==> config.mk <==
export PLATFORM = sky130hd
export DESIGN_NAME = double_to_single_convert_core
export DESIGN_NICKNAME = d
export VERILOG_FILES = /design/src/sv/d2s_pkg.sv /design/src/sv/d2s_decode.sv /design/src/sv/d2s_round.sv /design/src/sv/d2s_pack.sv /design/src/sv/double_to_single_convert_core.sv
export SDC_FILE = /design/constraint.sdc
export NUM_CORES = 1
export LEC_CHECK = 0
export BUFFER_PORTS_ARGS = -buffer_cell sky130_fd_sc_hd__buf_2
export CAP_MARGIN = 0
export CELL_PAD_IN_SITES_DETAIL_PLACEMENT = 1
export CELL_PAD_IN_SITES_GLOBAL_PLACEMENT = 1
export CORE_MARGIN = 2
export CORE_UTILIZATION = 30
export CTS_BUF_LIST = sky130_fd_sc_hd__clkbuf_16
export CTS_CLUSTER_SIZE = 40
export DETAILED_ROUTE_END_ITERATION = 7
export PLACE_DENSITY = 0.61
export SLEW_MARGIN = 20
export SYNTH_ARGS = -nofsm -noshare
export SYNTH_HDL_FRONTEND = slang
export SYNTH_SLANG_ARGS = --single-unit
==> constraint.sdc <==
create_clock -name i_clk -period 9.7 [get_ports i_clk]
set_input_delay 1.455 -clock i_clk [delete_from_list [all_inputs] [get_ports i_clk]]
set_output_delay 1.455 -clock i_clk [all_outputs]
set_load 0.1 [all_outputs]
==> src/sv/d2s_pkg.sv <==
package d2s_pkg;

    localparam int DblFracBits = 52;
    localparam int DblExpBits  = 11;
    localparam int SglFracBits = 23;
    localparam int DropNormal  = 29;
    localparam int DropLimit   = 54;
    localparam int DblBias     = 1023;
    localparam int SglBias     = 127;

    localparam logic [31:0] SglInf  = 32'h7F80_0000;
    localparam logic [31:0] SglQnan = 32'h7FC0_0000;

    // result class decided in the decode stage
    typedef enum logic [1:0] {
        K_NORM = 2'd0,
        K_ZERO = 2'd1,
        K_INF  = 2'd2,
        K_NAN  = 2'd3
    } t_kind;

    // decode stage to round stage
    typedef struct packed {
        logic        sign;
        t_kind       kind;
        logic [5:0]  shift;
        logic [7:0]  base_exp;
        logic [52:0] mant;
    } t_dec;

    // round stage to pack stage
    typedef struct packed {
        logic        sign;
        t_kind       kind;
        logic [7:0]  base_exp;
        logic [24:0] keep;
        logic        round_up;
    } t_rnd;

endpackage

==> src/sv/d2s_decode.sv <==
module d2s_decode
    import d2s_pkg::*;
(
    input  logic [63:0] i_bits,
    output t_dec        o_dec
);

    logic [10:0] w_exp;
    logic [51:0] w_frac;
    logic signed [12:0] w_fe;

    assign w_exp  = i_bits[62:52];
    assign w_frac = i_bits[51:0];
    assign w_fe   = $signed({2'b00, w_exp}) - 13'sd896;

    // classify and work out the rounding position
    always_comb begin
        o_dec.sign     = i_bits[63];
        o_dec.kind     = K_NORM;
        o_dec.shift    = 6'(DropNormal);
        o_dec.base_exp = 8'd0;
        o_dec.mant     = {1'b1, w_frac};
        if (w_exp == '1) begin
            o_dec.kind = (w_frac != '0) ? K_NAN : K_INF;
        end else if (w_exp == '0) begin
            o_dec.kind = K_ZERO;
        end else if (w_fe >= 13'sd255) begin
            o_dec.kind = K_INF;
        end else if (w_fe >= 13'sd1) begin
            o_dec.base_exp = 8'(w_fe - 13'sd1);
        end else if (w_fe <= 13'(DropNormal + 1 - DropLimit)) begin
            o_dec.kind = K_ZERO;
        end else begin
            o_dec.shift = 6'(13'(DropNormal + 1) - w_fe);
        end
    end

endmodule

==> src/sv/d2s_round.sv <==
module d2s_round
    import d2s_pkg::*;
(
    input  t_dec i_dec,
    output t_rnd o_rnd
);

    logic [52:0] w_keep;
    logic [52:0] w_rem;
    logic [52:0] w_half;

    // split the mantissa at the rounding position, shift is 29..53
    always_comb begin
        w_keep = i_dec.mant >> i_dec.shift;
        w_half = 53'd1 << (i_dec.shift - 6'd1);
        w_rem  = i_dec.mant & ((53'd1 << i_dec.shift) - 53'd1);
        o_rnd.sign     = i_dec.sign;
        o_rnd.kind     = i_dec.kind;
        o_rnd.base_exp = i_dec.base_exp;
        o_rnd.keep     = w_keep[24:0];
        o_rnd.round_up = (w_rem > w_half) || ((w_rem == w_half) && w_keep[0]);
    end

endmodule

==> src/sv/d2s_pack.sv <==
module d2s_pack
    import d2s_pkg::*;
(
    input  t_rnd        i_rnd,
    output logic [31:0] o_bits
);

    logic [31:0] w_mag;

    // add rounding carry into exponent, saturate to infinity
    always_comb begin
        w_mag = {1'b0, i_rnd.base_exp, 23'd0} + {7'd0, i_rnd.keep}
                + {31'd0, i_rnd.round_up};
        if (w_mag >= SglInf) begin
            w_mag = SglInf;
        end
        case (i_rnd.kind)
            K_NAN:   o_bits = SglQnan;
            K_INF:   o_bits = {i_rnd.sign, SglInf[30:0]};
            K_ZERO:  o_bits = {i_rnd.sign, 31'd0};
            default: o_bits = {i_rnd.sign, w_mag[30:0]};
        endcase
    end

endmodule

==> src/sv/double_to_single_convert_core.sv <==
// double to single precision converter, round to nearest, ties to even
//
// slave channel: i_s_tvalid / o_s_tready / i_s_tdata (64 bit binary64 pattern)
// master channel: o_m_tvalid / i_m_tready / o_m_tdata (32 bit binary32 pattern)
// one result per transfer, in order
//
// three register stages: decode, round, pack; throughput is one item per
// cycle while the receiver keeps i_m_tready high
//
// i_rst_n low (synchronous) clears all stage valid bits; payload is not reset
// when the receiver stalls the full stages hold; o_s_tready is
// low only while the output stage holds a result and i_m_tready is low
// and every stage is full; empty stages still fill (bubbles collapse)
module double_to_single_convert_core
    import d2s_pkg::*;
(
    input  logic        i_clk,
    input  logic        i_rst_n,
    input  logic        i_s_tvalid,
    output logic        o_s_tready,
    input  logic [63:0] i_s_tdata,   // double_bits[63:0]
    output logic        o_m_tvalid,
    input  logic        i_m_tready,
    output logic [31:0] o_m_tdata    // single_bits[31:0]
);

    logic        r_v1, r_v2, r_v3;
    t_dec        r_dec, n_dec;
    t_rnd        r_rnd, n_rnd;
    logic [31:0] r_out, n_out;
    logic        w_en3, w_en2, w_en1;

    d2s_decode u_decode (.i_bits(i_s_tdata), .o_dec(n_dec));
    d2s_round  u_round  (.i_dec(r_dec),     .o_rnd(n_rnd));
    d2s_pack   u_pack   (.i_rnd(r_rnd),     .o_bits(n_out));

    // each stage advances when the one after it is free
    assign w_en3 = !r_v3 || i_m_tready;
    assign w_en2 = !r_v2 || w_en3;
    assign w_en1 = !r_v1 || w_en2;
    assign o_s_tready = w_en1;
    assign o_m_tvalid = r_v3;
    assign o_m_tdata  = r_out;

    // valid bits
    always_ff @(posedge i_clk) begin
        if (!i_rst_n) begin
            r_v1 <= 1'b0;
            r_v2 <= 1'b0;
            r_v3 <= 1'b0;
        end else begin
            if (w_en1) r_v1 <= i_s_tvalid;
            if (w_en2) r_v2 <= r_v1;
            if (w_en3) r_v3 <= r_v2;
        end
    end

    // stage payload
    always_ff @(posedge i_clk) begin
        if (w_en1) r_dec <= n_dec;
        if (w_en2) r_rnd <= n_rnd;
        if (w_en3) r_out <= n_out;
    end

    a_hold: assert property (@(posedge i_clk) disable iff (!i_rst_n)
        o_m_tvalid && !i_m_tready |=> o_m_tvalid && $stable(o_m_tdata))
        else $error("stalled result changed");
    a_ready: assert property (@(posedge i_clk) disable iff (!i_rst_n)
        !o_s_tready |-> r_v1 && r_v2 && r_v3 && !i_m_tready)
        else $error("ready dropped with room left");
    a_move: assert property (@(posedge i_clk) disable iff (!i_rst_n)
        r_v2 && w_en3 |=> r_v3)
        else $error("item lost between stages");

endmodule
==> After elaboration in Yosys (flattened, before gate mapping) <==
Index checks and enable logic that the tools add are counted.
{ "classes": {"add_sub_neg": 7, "magnitude_cmp": 5, "n_eq_ne": 5, "shift": 3, "mux": 9, "bitwise_logic": 2, "n_reduce_logical": 12} }
{ "ops": {"columns": ["op", "count"], "rows": [
  ["$shl A1 B6 Y53 const A", 2],
  ["$pmux W32 S3", 1],
  ["$and A53 B53 Y53", 1],
  ["$eq A53 B53 Y1", 1],
  ["$gt A53 B53 Y1", 1],
  ["$shr A53 B6 Y25", 1],
  ["$sub A53 B1 Y53 const B", 1],
  ["$reduce_bool A52 Y1", 1],
  ["$add A31 B25 Y32", 1],
  ["$add A32 B1 Y32", 1],
  ["$ge A32 B31 Y1 const B", 1],
  ["$mux W31", 1],
  ["$ge A12 B2 Y1 const B", 1],
  ["$ge A12 B9 Y1 const B", 1],
  ["$le A12 B6 Y1 const B", 1],
  ["$sub A11 B10 Y12 const B", 1],
  ["$eq A11 B11 Y1 const B", 1],
  ["$logic_not A11 Y1", 1],
  ["$sub A8 B2 Y8 const B", 1],
  ["$mux W7", 1],
  ["$mux W2", 3],
  ["$mux W6", 1],
  ["$sub A6 B1 Y6 const B", 1],
  ["$sub A6 B6 Y6 const A", 1],
  ["9 further kinds", 16]
]} }
{ "word_totals": {"regBits": 141, "inputBits": 68, "out_inout_bits": 34, "word_cells": 57} }

==> Longest topological paths before layout <==
Gate-level depths: netlist (run 1).
{ "depth": {"ltp_word": 7, "depth_mapped": 22, "mapped_depth_nobuf": 18} }

==> By module <==
Synthesis (run 1) repeated with hierarchy kept, for this count alone.
{ "unflattened": {"cells_unflattened": 1227, "area_unflattened_um2": 11891.4} }
{ "modules_own_cells": {"columns": ["module", "n_inst", "cells_per_inst", "area_each_um2", "seq_area_each_um2"], "rows": [
  ["d2s_round", 1, 764, 5366.4, 0.0],
  ["double_to_single_convert_core", 1, 151, 4296.6, 4234.1],
  ["d2s_decode", 1, 161, 1166.1, 0.0],
  ["d2s_pack", 1, 151, 1062.3, 0.0]
]} }

==> Worst setup path after synthesis (run 1) <==
OpenSTA, ideal clock, no wires.
{ "synth_path": {"kind": "input -> output", "startpoint": "in i_m_tready", "endpoint": "out o_s_tready", "t_arrival_ps": 3980, "t_required_ps": 8245, "setup_slack_ps": 4265, "path_stages": 2, "n_path_buf": 0, "path_cell_list": "nor2b_1 > nand3_1"} }
{ "synth_via": {"elab_chain_cells": 3} }
{ "synth_lines": {"columns": ["item", "line", "text"], "rows": [
  ["start, declared", "double_to_single_convert_core.sv:23", "input logic i_m_tready,"],
  ["$logic_or A1 B1 Y1", "double_to_single_convert_core.sv:38", "assign w_en3 = !r_v3 || i_m_tready;"],
  ["$logic_or A1 B1 Y1", "double_to_single_convert_core.sv:39", "assign w_en2 = !r_v2 || w_en3;"],
  ["$logic_or A1 B1 Y1", "double_to_single_convert_core.sv:40", "assign w_en1 = !r_v1 || w_en2;"],
  ["end, declared", "double_to_single_convert_core.sv:20", "output logic o_s_tready,"]
]} }
No other way between the ends.

==> qor.txt, run 1 <==
Final Instance Count excl. Fillers - 1707
CP arrival - 5.27 ns
Wirelength, routed - 37.9 mm
Final Skew - 0.00579 ns
Post-cts sizing count - 0
Share of the synthesized area in the top cell type - 0.370
H-tree depth - 4
Fin crit share - 0.512
Vias per inst - 5.52
CORE AREA - 0.0367 mm2
Static Leak - 5.13 nW
Buffers on Ports - 101
Crit path max fanout - 43
Post-placement cell count - 1675
Post-synth EDFFs - 138
Crit path required time - 10.01 ns
Mapped Nets - 1285
Die area - 0.0389 mm2
Post-CTS Setup Repair Bufs - 0
Layout area overhead - 13.5%
Synth top cells by count - 161 x nand2_1, 138 x edfxtp_1, 121 x nor2_1
Slowest CP cell - edfxtp_1
Layout Nets - 1357
Setup violators final - 0
Worst Hold Class - reg2reg
Hold Buf Count CTS - 0
Mapped Avg Cell Area - 9.70 um2
Skew-Pair Late Insertion Delay - 0.44 ns
Max_cap viols - 0
Initial antenna violation count - 1
Global route overflow - 0
Status - finished clean
Post-synthesis compound-gate area fraction - 0.132
DR vias - 9418
Hpwl dp - 29.3 mm
DR WL/cell - 22.2 um
CTS buffer count - 17
Largest net degree at the start of global routing - 60
Die W - 197 um
Main combinational cell family by area after synthesis - simple AND/OR/NAND/NOR gates
Register area share after synthesis - 0.376
Synth Area in Adders - 0.0713
Clock net sink count - 141
Cells after Synth - 1154
Final critical path time including I/O delays and setup - 4.96 ns
Slew at the pin closest to its max-slew limit - 0.963 ns
1st-iter DRT viols - 635
Mux contribution to synthesized area - 0.139
Setup TNS - 0 ns
Placement Rows - 70
Worst Setup End Kind - flop
RSZ-0062 raised after global routing - false
Cell area after synthesis - 0.0112 mm2
Worst VDD drop - 130 uV
Clk buf depth - 2
Io pins - 102
XOR/XNOR Fraction of Synth Area - 0.0383
CP cell instances - buf_4 -> nor3_2 -> buf_4 -> nand2_1 -> ha_1 -> o211a_1 -> o21ai_1 -> buf_4 -> nor2_1 -> xnor2_1 -> and2_1 -> ha_1 -> nand4_1 -> nor3_1 -> nand4_1 -> nor2_1 -> o21ai_0 -> nand4_1 -> o31a_1
WS Path Type - reg2reg
Top_reg_cell synth - edfxtp_1
Antenna cells - 0
GRT Overall Usage - 0.199
Placer Congestion - 0.895
YS warnings - 0
F_max - 0.201 GHz
Routed Antenna Nets - 0
Clk slew on worst S/H paths - 0.06 ns
Number of global-route vias before repair - 9585
Slew Limit Headroom - 0.355
Post-synth cell types - 79
Post-synth ARST share - 0
Critical Path Start Type - flop
Layout cells sized above 1 - 0.178
First-pass GRT wire length - 58.1 mm
Flops & latches, synth - 141
Final Slew Violations - 0
Vertical die dimension - 197 um
Crit-path max cell delay - 0.77 ns
# DRC - 0
Synth top area cells - edfxtp_1 37%, ha_1 7.0%, mux4_2 6.8%
DRT Pass-1 Iters - 5
Root buf cell - clkbuf_16
CTS tree - yes
Effective utilization at floorplan - 0.305
Most frequent cell after synthesis - nand2_1
Post-synth top area cell - edfxtp_1
Post-Synth Simple-Gate Area - 0.207
PD cells - 159 mW/mm2
Hold Vio Cnt, Final - 0
per-stage QoR:
step                      area (um2)  hold slack (ns)  setup slack, ns  total power, mW  utilization
after detailed placement       12100            0.407             4.78             1.36        0.330
after floorplan                11200            0.400             4.26             1.20            -
after CTS                      12700            0.422             4.75             2.03        0.346
after global routing           12700            0.427             4.29             2.10        0.346
final                          12700            0.426             4.74             2.02        0.346
after global placement         12100            0.407             4.86             1.36        0.330
logic make-up (layout without fill, tap and decap cells):
family          count (synthesis)  count (layout)
mux                           111             111
fa+ha+maj                      64              64
compound gates                226             226
flops                         141             141
buf+inv                        85             170
xor+xnor                       49              49
simple gates                  478             478
layout make-up:
type / instances / area [um2]
Clock buffer: 17 / 425
Inverter: 15 / 56.3
Multi-Input combinational cell: 928 / 6590
Clock inverter: 15 / 170
Sequential cell: 141 / 4200
Fill cell: 4158 / 24000
Tap cell: 468 / 586
Timing Repair Buffer: 123 / 671
layer usage:
metal	GRT usage	part of all wire	vias up
li1	-	-	4481
met1	0.269	0.46	4614
met2	0.314	0.45	264
met3	0.0427	0.061	59
met4	0.0732	0.030	0
met5	0	0	-
state kept, by name, summed over array words and instances (netlist names):
| register | flops |
|---|---|
| r_v1 | 1 |
| r_v2 | 1 |
| o_m_tvalid | 1 |
| o_m_tdata | 32 |
| r_dec | 69 |
| r_rnd | 37 |
worst max-delay path: cells and delay by family, from the launching register on:
kind	cells	cell delay [ns]
compound gates	4	0.74
flops	1	0.77
xor+xnor	1	0.09
buf+inv	3	1.08
simple gates	9	1.48
fa+ha+maj	2	0.62
power by group:
group          internal, mW  leakage, nW  total (mW)  switching (mW)
registers             0.739         1.54       0.799          0.0601
clock network         0.403        0.287       0.663           0.260
logic                 0.180         3.31       0.554           0.374
layout by cell type, fill, tap and decap left out, types with 21 or more instances in the layout:
master	count
nand2_1	161
edfxtp_1	138
nor2_1	121
buf_2	101
mux2i_1	67
ha_1	63
a21oi_1	56
o21ai_0	40
nand3_1	40
mux4_2	34
nand4_1	29
xnor2_1	28
a21o_1	28
and2_1	22
buf_4	22
xor2_1	21
worst paths after layout:
kind                      startpoint                  end  depth (start not counted)  slack, ns
max reg2reg  r_dec[61]$_SDFFCE_PP1P_   r_rnd[0]$_DFFE_PP_                         19       4.74
max          r_dec[61]$_SDFFCE_PP1P_   r_rnd[0]$_DFFE_PP_                         19       4.74
min          r_dec[56]$_SDFFCE_PP0P_  r_rnd[29]$_DFFE_PP_                          0       0.43
min reg2reg  r_dec[56]$_SDFFCE_PP0P_  r_rnd[29]$_DFFE_PP_                          0       0.43
No activity file was read; power rests on OpenSTA's default activity.
==> run 2, diff against run 1 <==
==> constraint.sdc (replaced) <==
create_clock -name i_clk -period 4.6 [get_ports i_clk]
set_input_delay 0.69 -clock i_clk [delete_from_list [all_inputs] [get_ports i_clk]]
set_output_delay 0.69 -clock i_clk [all_outputs]
set_load 0.1 [all_outputs]
==> run 2 against run 1 <==
Against the previous run:
- worst setup slack got worse by 4.4 ns
- die area is the same
- sequential share of layout area fell by 0.54 points
- worst hold slack worse by 0.0095 ns
- maximum frequency grew 18%
- final area grew 1.6%
- critical path depth decreased by 3
- register-to-register slack worse by 4.4 ns
- final cell count rose by 1.2%
- utilization up 0.57 points
- critical path type unchanged
- largest cell class unchanged
==> qor.txt, run 2 (same netlist as run 1, synthesis figures left out) <==
Number of global-route vias before repair - 9778 (+2.0%)
Clk slew on worst S/H paths - 0.06 ns (about the same)
Setup TNS - 0 ns (unchanged)
Final Skew - 0.00931 ns (+0.00352 ns)
Skew-Pair Late Insertion Delay - 0.44 ns (about the same)
Metal2 WL - 19.1 mm (+11%)
Internal power of the cells - 2.90 mW (+120%)
Post-cts sizing count - 0 (unchanged)
Top layer in use - met4
Met3 WL - 1.75 mm (-24%)
Fin crit share - 0.917 (+0.406)
Clk pwr share - 0.343 (+0.014)
M1 WL - 18.5 mm (+6.9%)
RSZ-0062 raised after global routing - false
1st-iter DRT viols - 674 (+6.1%)
Max reg flops - 69 (unchanged)
Commonest non-fill, non-tap cells in the layout - 161 x nand2_1, 138 x edfxtp_1, 121 x nor2_1, 101 x buf_2, 67 x mux2i_1
Crit path max fanout - 16 (-63%)
Vertical die dimension - 197 um (unchanged)
Placer Congestion - 0.901 (+0.60%)
Vias per inst - 5.60 (+1.6%)
Status - finished clean
CP delay by family, top - compound AO/OA/AOI/OAI gates
Effective utilization at floorplan - 0.305 (unchanged)
Sequential Power Share - 0.383 (-0.013)
Placement Rows - 70 (unchanged)
Hold Buf Count CTS - 0 (unchanged)
Initial antenna violation count - 0 (-1)
Switch share - 0.340 (-0.00452)
Static Leak - 5.27 nW (+2.7%)
Crit path buf inv count - 1 (-2)
CP arrival - 4.41 ns (-0.86 ns)
CTS tree - yes
Worst Setup End Kind - flop
Max_cap viols - 0 (unchanged)
Die area - 0.0389 mm2 (unchanged)
DR WL/cell - 23.3 um (+5.2%)
WS Path Type - reg2reg
Hold Vio Cnt, Final - 0 (unchanged)
Antenna cells - 0 (unchanged)
Slew at the pin closest to its max-slew limit - 0.803 ns (-0.160 ns)
Global route overflow - 0 (unchanged)
CORE AREA - 0.0367 mm2 (unchanged)
F_max - 0.237 GHz (+18%)
CP dominant cell by count - a21o_1
DR vias - 9683 (+2.8%)
Worst VDD drop - 281 uV (+120%)
Root buf cell - clkbuf_16
Layout area overhead - 15.4%
H-tree depth - 4 (unchanged)
Post-CTS Setup Repair Bufs - 0 (unchanged)
Reg2reg setup slack - 0.38 ns (-4.36 ns)
Slew Limit Headroom - 0.460 (+0.104)
Final Instance Count excl. Fillers - 1728 (+1.2%)
Critical Path Start Type - flop
Layout cells sized above 1 - 0.192 (+0.0137)
Die W - 197 um (unchanged)
Crit path required time - 4.79 ns (-5.22 ns)
Psw - 1.50 mW (+120%)
CP cell instances - buf_4 -> or3_4 -> mux2_4 -> o211ai_4 -> nor3_2 -> or4_1 -> a21o_1 -> a21oi_2 -> ha_1 -> a21o_1 -> a21o_1 -> a21oi_1 -> o21ai_0 -> a32oi_1 -> nand4_1 -> o31a_1
Final Slew Violations - 0 (unchanged)
# DRC - 0 (unchanged)
Slowest CP cell - or4_1
Largest Register - r_dec
Setup violators final - 0 (unchanged)
Buffers on Ports - 101 (unchanged)
Clock net sink count - 141 (unchanged)
Io pins - 102 (unchanged)
PD cells - 341 mW/mm2 (+110%)
Comb power frac - 0.274 (about the same)
Crit-path max cell delay - 0.48 ns (-0.29 ns)
CTS buffer count - 17 (unchanged)
Hpwl dp - 31.8 mm (+8.3%)
Wirelength, routed - 40.3 mm (+6.5%)
DRT Pass-1 Iters - 5 (unchanged)
Largest net degree at the start of global routing - 61 (+1.7%)
Routed Antenna Nets - 0 (unchanged)
First-pass GRT wire length - 61.3 mm (+5.5%)
Post-placement cell count - 1697 (+1.3%)
Final critical path time including I/O delays and setup - 4.22 ns (-0.744 ns)
Worst Hold Class - reg2reg
Clk buf depth - 2 (unchanged)
Layout Nets - 1379 (+1.6%)
Commonest non-fill, non-tap cell in the layout - nand2_1
GRT Overall Usage - 0.212 (+0.0126)
==> run 2: changes by cell type in the layout (fill, tap and decap cells not counted), moves of 2 or more <==
cell / previous run / this run
bufinv_16: 3 / 5
inv_6: 3 / 1
clkinv_1: 3 / 1
buf_4: 22 / 43
inv_1: 11 / 13
==> run 2: area by class of cell <==
| cell class | count | area [um2] |
|---|---|---|
| Clock buffer | 17 | 425 |
| Multi-Input combinational cell | 928 | 6590 |
| Clock inverter | 14 | 201 |
| Timing Repair Buffer | 145 | 848 |
| Inverter | 15 | 56.3 |
| Fill cell | 4196 | 23800 |
| Tap cell | 468 | 586 |
| Sequential cell | 141 | 4200 |
==> run 2: power groups by stage <==
stage / clock network (mW) / registers [mW] / logic (mW)
after global routing: 1.59 / 1.70 / 1.30
after floorplan: 0 / 1.91 / 0.620
after global placement: 0 / 1.71 / 1.19
after CTS: 1.54 / 1.69 / 1.20
after detailed placement: 0 / 1.71 / 1.20
final: 1.51 / 1.69 / 1.21
==> run 2: final timing paths <==
path,from,end,cells after the start
worst max-delay path,r_dec[63]$_SDFFCE_PP1P_,r_rnd[0]$_DFFE_PP_,16
worst min-delay path,r_dec[56]$_SDFFCE_PP0P_,r_rnd[29]$_DFFE_PP_,0
worst max register to register,r_dec[63]$_SDFFCE_PP1P_,r_rnd[0]$_DFFE_PP_,16
worst min register to register,r_dec[56]$_SDFFCE_PP0P_,r_rnd[29]$_DFFE_PP_,0
==> run 2: worst reg2reg max path, cell delays in order, from the launching register on <==
cell      delay [ns]
edfxtp_1        0.45
buf_4           0.22
or3_4           0.44
mux2_4          0.29
o211ai_4        0.22
nor3_2          0.10
or4_1           0.48
a21o_1          0.18
a21oi_2         0.16
ha_1            0.26
a21o_1          0.18
a21o_1          0.16
a21oi_1         0.13
o21ai_0         0.13
a32oi_1         0.30
nand4_1         0.15
o31a_1          0.13
==> run 2: per-layer routing <==
| layer | global-route usage | vias up |
|---|---|---|
| met2 | 0.345 | 276 |
| met3 | 0.0295 | 57 |
| met4 | 0.0696 | 0 |
| li1 | - | 4521 |
| met5 | 0 | - |
| met1 | 0.290 | 4829 |
==> run 2: through the flow <==
step	util	cell area, um2	setup WS (ns)	hold WS, ns	power, mW
after global placement	0.335	12300	0.474	0.404	2.90
after CTS	0.352	12900	0.415	0.413	4.43
after detailed placement	0.335	12300	0.432	0.408	2.91
after global routing	0.352	12900	0.121	0.407	4.59
final	0.352	12900	0.381	0.416	4.40
after floorplan	-	11200	0.383	0.400	2.53
==> run 3, diff against run 2 <==
--- a/config.mk
+++ b/config.mk
@@ -5,6 +5,7 @@
 export SDC_FILE = /design/constraint.sdc
 export NUM_CORES = 1
 export LEC_CHECK = 0
+export ABC_AREA = 1
 export BUFFER_PORTS_ARGS = -buffer_cell sky130_fd_sc_hd__buf_2
 export CAP_MARGIN = 0
 export CELL_PAD_IN_SITES_DETAIL_PLACEMENT = 1
@@ -14,7 +15,7 @@
 export CTS_BUF_LIST = sky130_fd_sc_hd__clkbuf_16
 export CTS_CLUSTER_SIZE = 40
 export DETAILED_ROUTE_END_ITERATION = 7
-export PLACE_DENSITY = 0.61
+export PLACE_DENSITY = 0.63
 export SLEW_MARGIN = 20
 export SYNTH_ARGS = -nofsm -noshare
 export SYNTH_HDL_FRONTEND = slang
==> run 3 against run 2 <==
Against the previous run:
- global-route usage increased by 0.44 points
- via count up 22%
- non-clock buffer count shrank 16
- area after synthesis rose by 8.8%
- combinational power rose by 9.9%
- worst hold slack better by 0.0022 ns
- critical path type unchanged
- largest cell class unchanged
==> qor.txt, run 3 <==
Status - finished clean
Setup TNS - 0 ns (unchanged)
Clk buf depth - 2 (unchanged)
Sequential Power Share - 0.376 (-0.007)
Max_cap viols - 0 (unchanged)
Max reg flops - 69 (unchanged)
Mapped Nets - 1796 (+40%)
Setup violators final - 0 (unchanged)
Share of the synthesized area in the top cell type - 0.340 (-0.0298)
Skew-Pair Late Insertion Delay - 0.45 ns (about the same)
Final Slew Violations - 0 (unchanged)
Global route overflow - 0 (unchanged)
Finished Core Util - 0.345 (-0.00723)
Placer Congestion - 0.939 (+4.3%)
GRT Overall Usage - 0.216 (+0.00437)
Slew at the pin closest to its max-slew limit - 0.529 ns (-0.274 ns)
DR vias - 11800 (+22%)
Final critical path time including I/O delays and setup - 4.13 ns (-0.0900 ns)
Final Skew - 0.0158 ns (+0.00648 ns)
Vertical die dimension - 205 um (+4.2%)
Layout cells sized above 1 - 0.168 (-0.0237)
Fin crit share - 0.898 (-0.0196)
Synth top area cells - edfxtp_1 34%, nand2_1 14%, ha_1 6.5%
Hold Buf Count CTS - 0 (unchanged)
Post-synth EDFFs - 138 (unchanged)
Vias per inst - 5.17 (-7.8%)
CTS buffer count - 17 (unchanged)
Clk pwr share - 0.325 (-0.018)
Post-synth cell types - 55 (-30%)
Wirelength, routed - 44.5 mm (+10%)
Flops & latches, synth - 141 (unchanged)
Worst Setup End Kind - flop
Psw - 1.67 mW (+11%)
Antenna cells - 0 (unchanged)
Worst VDD drop - 254 uV (-9.5%)
Synth top cells by count - 456 x nand2_1, 157 x nor2_1, 139 x inv_1
Placement Rows - 73 (+4.3%)
First-pass GRT wire length - 69.2 mm (+13%)
# DRC - 0 (unchanged)
Post-CTS Setup Repair Bufs - 0 (unchanged)
Most frequent cell after synthesis - nand2_1
Comb power frac - 0.299 (+0.025)
Number of global-route vias before repair - 12000 (+22%)
YS warnings - 0 (unchanged)
CTS tree - yes
DR WL/cell - 19.4 um (-17%)
Cells after Synth - 1665 (+44%)
Clock net sink count - 141 (unchanged)
Crit-path max cell delay - 0.59 ns (+0.11 ns)
Cell area after synthesis - 0.0122 mm2 (+8.8%)
Commonest non-fill, non-tap cells in the layout - 455 x nand2_1, 157 x nor2_1, 141 x inv_1, 138 x o21ai_0, 138 x edfxtp_1
Root buf cell - clkbuf_16
RSZ-0062 raised after global routing - false
Slew Limit Headroom - 0.644 (+0.184)
Internal power of the cells - 2.78 mW (-4.1%)
Top_reg_cell synth - edfxtp_1
Slowest CP cell - edfxtp_1
Post-synth top area cell - edfxtp_1
Crit path max fanout - 24 (+8)
Crit path required time - 4.81 ns (+0.02 ns)
Commonest non-fill, non-tap cell in the layout - nand2_1
F_max - 0.242 GHz (+2.2%)
Post-synth ARST share - 0 (unchanged)
Hold Vio Cnt, Final - 0 (unchanged)
WS Path Type - reg2reg
Static Leak - 6.24 nW (+18%)
Layout Nets - 1882 (+36%)
Clk slew on worst S/H paths - 0.07 ns (about the same)
Routed Antenna Nets - 0 (unchanged)
Die area - 0.0422 mm2 (+8.6%)
Largest Register - r_dec
Hpwl dp - 36.8 mm (+16%)
Mapped Avg Cell Area - 7.31 um2 (-25%)
Largest net degree at the start of global routing - 52 (-15%)
Io pins - 102 (unchanged)
1st-iter DRT viols - 611 (-9.3%)
Layout area overhead - 13.0%
CORE AREA - 0.0399 mm2 (+8.8%)
Post-cts sizing count - 0 (unchanged)
Register area share after synthesis - 0.345 (-0.0303)
H-tree depth - 4 (unchanged)
CP dominant cell by count - nand2_1
Initial antenna violation count - 1 (+1)
Buffers on Ports - 101 (unchanged)
Effective utilization at floorplan - 0.305 (about the same)
DRT Pass-1 Iters - 5 (unchanged)
Die W - 205 um (+4.2%)
Fillers - 4958 (+18%)
CP arrival - 4.34 ns (-0.07 ns)
Critical Path Start Type - flop
CP cell instances - buf_4 -> nand2_4 -> nor2_4 -> nand2_1 -> inv_1 -> nand3_2 -> nand2_1 -> nor2_1 -> nand3_2 -> nor2_4 -> nand2_1 -> o21ai_0 -> a21oi_1 -> ha_1 -> nand2_1 -> inv_1 -> o21ai_0 -> a21oi_1 -> o21ba_2 -> nor2_1 -> nand2_1 -> o21bai_1 -> nand2_1
PD cells - 324 mW/mm2 (-5.0%)
Worst Hold Class - reg2reg
Switch share - 0.375 (+0.0346)
[run 3: changes by cell type in the layout (fill, tap and decap cells not counted), moves of 24 or more]
cell,delta
o21ai_0,+98
mux2i_1,-56
nor2_2,+49
nand2_2,+24
nand2_1,+294
mux4_2,-34
inv_1,+128
nand3_1,+72
nor2_1,+36
a21o_1,-28
[run 3: path summary, 6_finish.rpt]
check,from,depth (start not counted),slack (ns),endpoint
worst max-delay path,r_dec[62]$_SDFFCE_PP0P_,23,0.47,r_rnd[0]$_DFFE_PP_
worst min-delay path,r_dec[56]$_SDFFCE_PP0P_,0,0.42,r_rnd[29]$_DFFE_PP_
worst max register to register,r_dec[62]$_SDFFCE_PP0P_,23,0.47,r_rnd[0]$_DFFE_PP_
worst min register to register,r_dec[56]$_SDFFCE_PP0P_,0,0.42,r_rnd[29]$_DFFE_PP_
[run 3: power groups by stage]
| stage | Clock, mW | Combinational (mW) | Sequential, mW |
|---|---|---|---|
| 4_1_cts | 1.48 | 1.34 | 1.67 |
| 6_report | 1.45 | 1.33 | 1.67 |
| 3_3_place_gp | 0 | 1.32 | 1.70 |
| 5_1_grt | 1.53 | 1.47 | 1.69 |
| 3_5_place_dp | 0 | 1.33 | 1.70 |
| 2_1_floorplan | 0 | 0.747 | 1.90 |
[run 3: area by class of cell]
class,count,area (um2),share of cell area
Clock buffer,17,425,0.0309
Clock inverter,15,171,0.0125
Inverter,153,587,0.0427
Multi-Input combinational cell,1309,7000,0.509
Sequential cell,141,4200,0.306
Tap cell,525,657,0.0478
Timing Repair Buffer,129,716,0.0520
[run 3: stage by stage]
stage	hold WS (ns)	cell area, um2	worst slack, ns	std cells	total power, mW
after detailed placement	0.406	13200	0.545	2257	3.03
after global placement	0.408	13200	0.561	2257	3.01
after CTS	0.400	13800	0.537	2289	4.49
after global routing	0.403	13800	0.138	2289	4.68
after floorplan	0.400	12200	0.718	1665	2.65
final	0.419	13800	0.471	2289	4.45
[run 3: logic make-up after synthesis]
| logic type | Yosys count | synth area share |
|---|---|---|
| adder cells (fa/ha/maj) | 63 | 0.0647 |
| buffers and inverters | 215 | 0.0807 |
| AO/OA/AOI/OAI | 265 | 0.122 |
| XOR/XNOR | 28 | 0.0201 |
| flip-flops | 141 | 0.345 |
| AND/OR/NAND/NOR | 942 | 0.358 |
| multiplexers | 11 | 0.00904 |
[run 3: per-layer routing]
| layer | wire length [um] | vias up | part of all wire | track usage |
|---|---|---|---|---|
| met4 | 1030 | 0 | 0.023 | 0.0655 |
| met1 | 19900 | 5723 | 0.45 | 0.274 |
| met5 | 0 | - | 0 | 0 |
| li1 | - | 5815 | - | - |
| met3 | 1490 | 55 | 0.034 | 0.0245 |
| met2 | 22100 | 235 | 0.50 | 0.384 |
[run 3: worst max-delay path: cells and delay by family (launching register included)]
family                   cells  cell delay, ns
AND/OR/NAND/NOR             13            1.62
flip-flops                   1            0.59
AO/OA/AOI/OAI                6            0.89
adder cells (fa/ha/maj)      1            0.34
buffers and inverters        3            0.44
